[src/rtl/lzwd_pkg.sv]
package lzwd_pkg;

  localparam int HISTORY_DEPTH_DEF = 2048;
  localparam int SIZE_BITS_DEF     = 24;
  localparam int CFG_W             = 24;
  localparam int TOTAL_W           = 24;
  localparam int DIST_BITS         = 11;
  localparam int LEN_W             = 8;
  localparam int IN_TDATA_W        = 8;
  localparam int OUT_TDATA_W       = 64;
  localparam int OUT_TUSER_W       = 3;

  localparam logic [DIST_BITS-1:0] DIST_MASK = 11'h7ff;
  localparam logic [4:0]           LEN_MASK  = 5'h1f;

  typedef enum logic [2:0] {
    PH_FLAG     = 3'd0,
    PH_LIT1     = 3'd1,
    PH_LIT2     = 3'd2,
    PH_LIT3     = 3'd3,
    PH_MATCH_HI = 3'd4
  } phase_t;

  typedef enum logic [2:0] {
    ST_IDLE,
    ST_DISPATCH,
    ST_BYTE_RD,
    ST_BYTE_WR,
    ST_EMIT,
    ST_STATUS
  } ctrl_state_t;

  typedef struct packed {
    logic accept;
    logic byte_rd;
    logic byte_wr;
    logic emit;
    logic status;
  } lzwd_cmd_t;

  typedef struct packed {
    logic job_bytes;
    logic job_match;
    logic need_status;
    logic word_full;
    logic job_more;
    logic out_free;
  } lzwd_stat_t;

endpackage

[src/rtl/lzwd_ctrl.sv]
module lzwd_ctrl (
  input  logic               clk,
  input  logic               rst,
  input  logic               s_tvalid,
  output logic               s_tready,
  input  lzwd_pkg::lzwd_stat_t st,
  output lzwd_pkg::lzwd_cmd_t  cmd
);
  import lzwd_pkg::*;

  ctrl_state_t state, state_next;

  always_ff @(posedge clk) begin
    if (rst) begin
      state <= ST_IDLE;
    end else begin
      state <= state_next;
    end
  end

  always_comb begin
    state_next = state;
    cmd        = '0;
    s_tready   = 1'b0;
    case (state)
      ST_IDLE: begin
        s_tready   = 1'b1;
        cmd.accept = s_tvalid;
        if (s_tvalid) state_next = ST_DISPATCH;
      end
      ST_DISPATCH: begin
        if (st.job_bytes) begin
          state_next = st.job_match ? ST_BYTE_RD : ST_BYTE_WR;
        end else if (st.need_status) begin
          state_next = ST_STATUS;
        end else begin
          state_next = ST_IDLE;
        end
      end
      ST_BYTE_RD: begin
        cmd.byte_rd = 1'b1;
        state_next  = ST_BYTE_WR;
      end
      ST_BYTE_WR: begin
        cmd.byte_wr = 1'b1;
        if (st.word_full) begin
          state_next = ST_EMIT;
        end else begin
          state_next = st.job_match ? ST_BYTE_RD : ST_BYTE_WR;
        end
      end
      ST_EMIT: begin
        cmd.emit = st.out_free;
        if (st.out_free) begin
          if (st.job_more) begin
            state_next = st.job_match ? ST_BYTE_RD : ST_BYTE_WR;
          end else if (st.need_status) begin
            state_next = ST_STATUS;
          end else begin
            state_next = ST_IDLE;
          end
        end
      end
      ST_STATUS: begin
        cmd.status = st.out_free;
        if (st.out_free) state_next = ST_IDLE;
      end
      default: state_next = ST_IDLE;
    endcase
  end

endmodule

[config.mk]
export PLATFORM = sky130hd
export DESIGN_NAME = lzwd_ctrl
export DESIGN_NICKNAME = d
export VERILOG_FILES = /design/src/rtl/lzwd_pkg.sv /design/src/rtl/lzwd_ctrl.sv
export SDC_FILE = /design/constraint.sdc
export NUM_CORES = 1
export LEC_CHECK = 0
export BUFFER_PORTS_ARGS = -buffer_cell sky130_fd_sc_hd__clkbuf_2
export CAP_MARGIN = 10
export CORE_AREA = 5 5 42 44
export CTS_BUF_LIST = sky130_fd_sc_hd__clkbuf_16
export DETAILED_ROUTE_END_ITERATION = 8
export DIE_AREA = 0 0 47 49
export PLACE_DENSITY = 0.53
export SKIP_CTS_REPAIR_TIMING = 1
export SYNTH_ARGS = -nofsm -noshare
export SYNTH_HDL_FRONTEND = slang
export SYNTH_SLANG_ARGS = --single-unit
[constraint.sdc]
create_clock -name clk -period 1.7 [get_ports clk]
set_input_delay 0.34 -clock clk [delete_from_list [all_inputs] [get_ports clk]]
set_output_delay 0.34 -clock clk [all_outputs]
set_load 0.1 [all_outputs]
Yosys cells after proc, flatten, opt, wreduce, memory -nomap -nowiden:

Index checks and enable logic that the tools add are counted.

* flip-flop bits (word level): 3
* input port bits: 9

* equality and inequality tests: 8
* muxes and demuxes: 15
* reduce and logical (&&, ||, !) cells: 2

Operator list (number)
* 2-to-1 mux 3 bit: 7
* case mux 3 bit (6 select lines): 1
* 2-to-1 mux 1 bit: 7
* == test 3 x 2 -> 1 bit, second input constant: 2
* == test 3 bit, second input constant: 2
* != test 2 bit, second input constant: 3
* == test 3 x 1 -> 1 bit, second input constant: 1
* zero test 3 bit: 1
* AND reduction 3 bit: 1

Logic depth before layout (Yosys ltp):

* word-level depth: 4
* depth in mapped cells: 4

Worst setup path before layout:

No wires, ideal clock.

* path type: register to output
* start: reg state[2]
* end: out cmd[4] in the netlist's numbering
* arrival: 3.562 ns
* data required time: 1.360 ns
* slack: -2.202 ns
* stages on the path, launching flop included: 4
* buffers on the path: 1
* cells stage by stage: dfxtp_1 clkbuf_1 nor3_1 and2_1

RTL lines
* from (decl): line lzwd_ctrl.sv:11 `ctrl_state_t state, state_next;`
* from (signal assigned): line lzwd_ctrl.sv:17 `state <= state_next;`
* to (decl): line lzwd_ctrl.sv:7 `output lzwd_pkg::lzwd_cmd_t cmd`

==> flow_summary.ini <==
[worst_setup_path]
cp_cell_sequence = or3b_4, nor2_4, buf_12
critical_path_arrival_ns = 1.30
critPathCaptureType = primary output
r2r-start = state[1]$_SDFFE_PP0P_
worst-path-buf-inv = 1
crit_path_start = state[1]$_SDFFE_PP0P_
crit_family = simple AND/OR/NAND/NOR gates
crit_required_ns = 1.36
slowest_stage = or3b_4
crit_path_max_incr_delay_ns = 0.41
crit_fanout = 12
path_class = reg -> out
start_kind = register

[global_route]
antenna_found_initial = 0
grt_usage = 0.0880
grt_max_degree = 13
grt_pass1_wl_um = 1450
grt_pass1_vias = 343
overflow = 0

[finish]
nFillCells = 148
largest_reg_flops = 3
regMostFlops = state
antenna_cells = 0
drive_gt1_frac = 0.500
syn_to_final_growth_pct = 95.2
nNetsFinal = 70
reg_top3 = state (3)
instances_no_fill = 76

[drt]
routed-via-count = 365
first_iter_violations = 11
wire_per_inst_um = 11.8
routed_via_density = 4.80
drt-pass1-iter-count = 3
drcViolationCount = 0
drtAntennaViolNets = 0
postRouteWirelength_um = 899

[logic_synthesis]
synth_area_um2 = 315
synthArstFlopShare = 0
ys.flop_type = dfxtp_1
yosys.area.top_type = dfxtp_1
synthTopCellsByCount = 5 x nor2_1, 3 x a21oi_1, 3 x dfxtp_1, 3 x nand2_1
syn_nets = 52
ys_types = 27
syn_inst = 43
ys_warn_count = 0
ys_top_cells_by_area = dfxtp_1 19%, nor2_1 6.0%, o21ba_4 5.2%, a21oi_1 4.8%, a22oi_1 4.8%
yosysMostFrequentCell = nor2_1
ys_ff_latch = 3
synth_area_per_cell_um2 = 7.33
yosysSeqAreaShare = 0.190
synth_edf_count = 0
netlist.area_leader.share = 0.190

[min_path]
hold_class = in -> reg
worstHoldStart = st[2]

[sta]
slew_headroom = 0.716
timing.hold.ws_ns = 0.479
hold_viol = 0
worst_pin_slew_ns = 0.426
finalCritPeriodShare = 0.967
rsz0062_at_grt = no
finalCriticalPeriod_ns = 1.64
tns_ns = 0
slew_violations = 0
setup_viol = 0
clock.fmax_mhz = 608
fin_skew_ns = 0.0000827

[clocking]
root_buffer = clkbuf_16
clock_latency_ns = 0.22
clk_pin_slew_worst_paths_ns = 0.03
cts_max_level = 1
cts-buffers-inserted = 3
cts_sinks = 3
cts_tree = yes
cts_buffer_depth = 2

[placement]
numPlacedInstances = 72
portBuffers = 14
dp_hpwl_um = 709
gp_congestion = 0.856

[floorplan]
fp.dieH_um = 49
die_w_um = 47
start_util = 0.225
core-area_um2 = 1400
pin_count = 15
dieArea_um2 = 2300
rows = 14

[power_and_ir_drop]
p_leak_nw = 0.241
power.density_nw_per_um2 = 1170
vdd_ir_drop_max_uv = 484

[status]
status = completed

[flow_run]
cap_violations = 0
## tightest hold or removal path, stage by stage
cell	delay (ns)
clkbuf_2	0.10
a21oi_1	0.12
a22oi_1	0.08
## metal layers
metal | up-vias | global-route usage | wire length [um] | share of wire
met5 | - | 0 | 0 | 0
met4 | 0 | 0.0415 | 0 | 0
met3 | 0 | 0.0480 | 70 | 0.078
met2 | 11 | 0.109 | 427 | 0.47
met1 | 165 | 0.121 | 401 | 0.45
li1 | 189 | - | - | -
## cells in the final DEF, fill, tap and decap left out, types with 2 or more instances in the layout
| cell type | Yosys | routed |
|---|---|---|
| nor2b_1 | 2 | 2 |
| clkbuf_2 | 0 | 8 |
| or2b_1 | 2 | 2 |
| nor2_1 | 5 | 2 |
| clkbuf_16 | 0 | 3 |
| a21oi_1 | 3 | 3 |
| nand3b_1 | 2 | 2 |
| nor3b_1 | 2 | 2 |
| buf_12 | 0 | 6 |
| inv_1 | 2 | 3 |
| nand2_1 | 3 | 3 |
| dfxtp_2 | 0 | 2 |
| buf_4 | 1 | 2 |
| nor2_4 | 0 | 3 |
| a22oi_1 | 2 | 2 |
## per-stage QoR
stage	setup WS, ns	area (um2)	utilization	total power [mW]
3_3_place_gp	0.178	534	0.381	0.354
3_5_place_dp	0.157	534	0.381	0.355
6_report	0.0558	616	0.439	0.720
5_1_grt	0.0112	616	0.439	0.748
4_1_cts	0.0226	613	0.438	0.728
2_1_floorplan	-0.382	367	-	0.278
## cell families (layout without fill, tap and decap cells)
kind of cell,count (synthesis),in the layout,share of synthesized area
buf+inv,5,22,0.0754
flops,3,3,0.190
simple gates,24,24,0.460
compound gates,11,11,0.274
## where the power goes
part           total (mW)  leakage (nW)  switching (mW)  internal [mW]
clock               0.364        0.0423          0.0607          0.303
sequential         0.0964        0.0253          0.0168         0.0795
combinational       0.260         0.173           0.154          0.106
total               0.720         0.241           0.231          0.489
## cell type report
class / count / area (um2) / area share
clock buffers: 3 / 75.1 / 0.122
well taps: 16 / 20.0 / 0.0325
inverters: 2 / 7.51 / 0.0122
flip-flops and latches: 3 / 62.6 / 0.102
multi-input cells: 35 / 272 / 0.441
repair buffers: 16 / 175 / 0.285
clock inverters: 1 / 3.75 / 0.00610
## path summary, 6_finish.rpt
check	to	slack, ns	cells after the start
worst max register to register	state[1]$_SDFFE_PP0P_	0.23	3
worst min register to register	state[0]$_SDFFE_PP0P_	0.69	3
worst max-delay path	cmd[1]	0.06	3
worst min-delay path	state[2]$_SDFFE_PP0P_	0.48	3
Note: power is estimated with default switching activity, not from simulation.
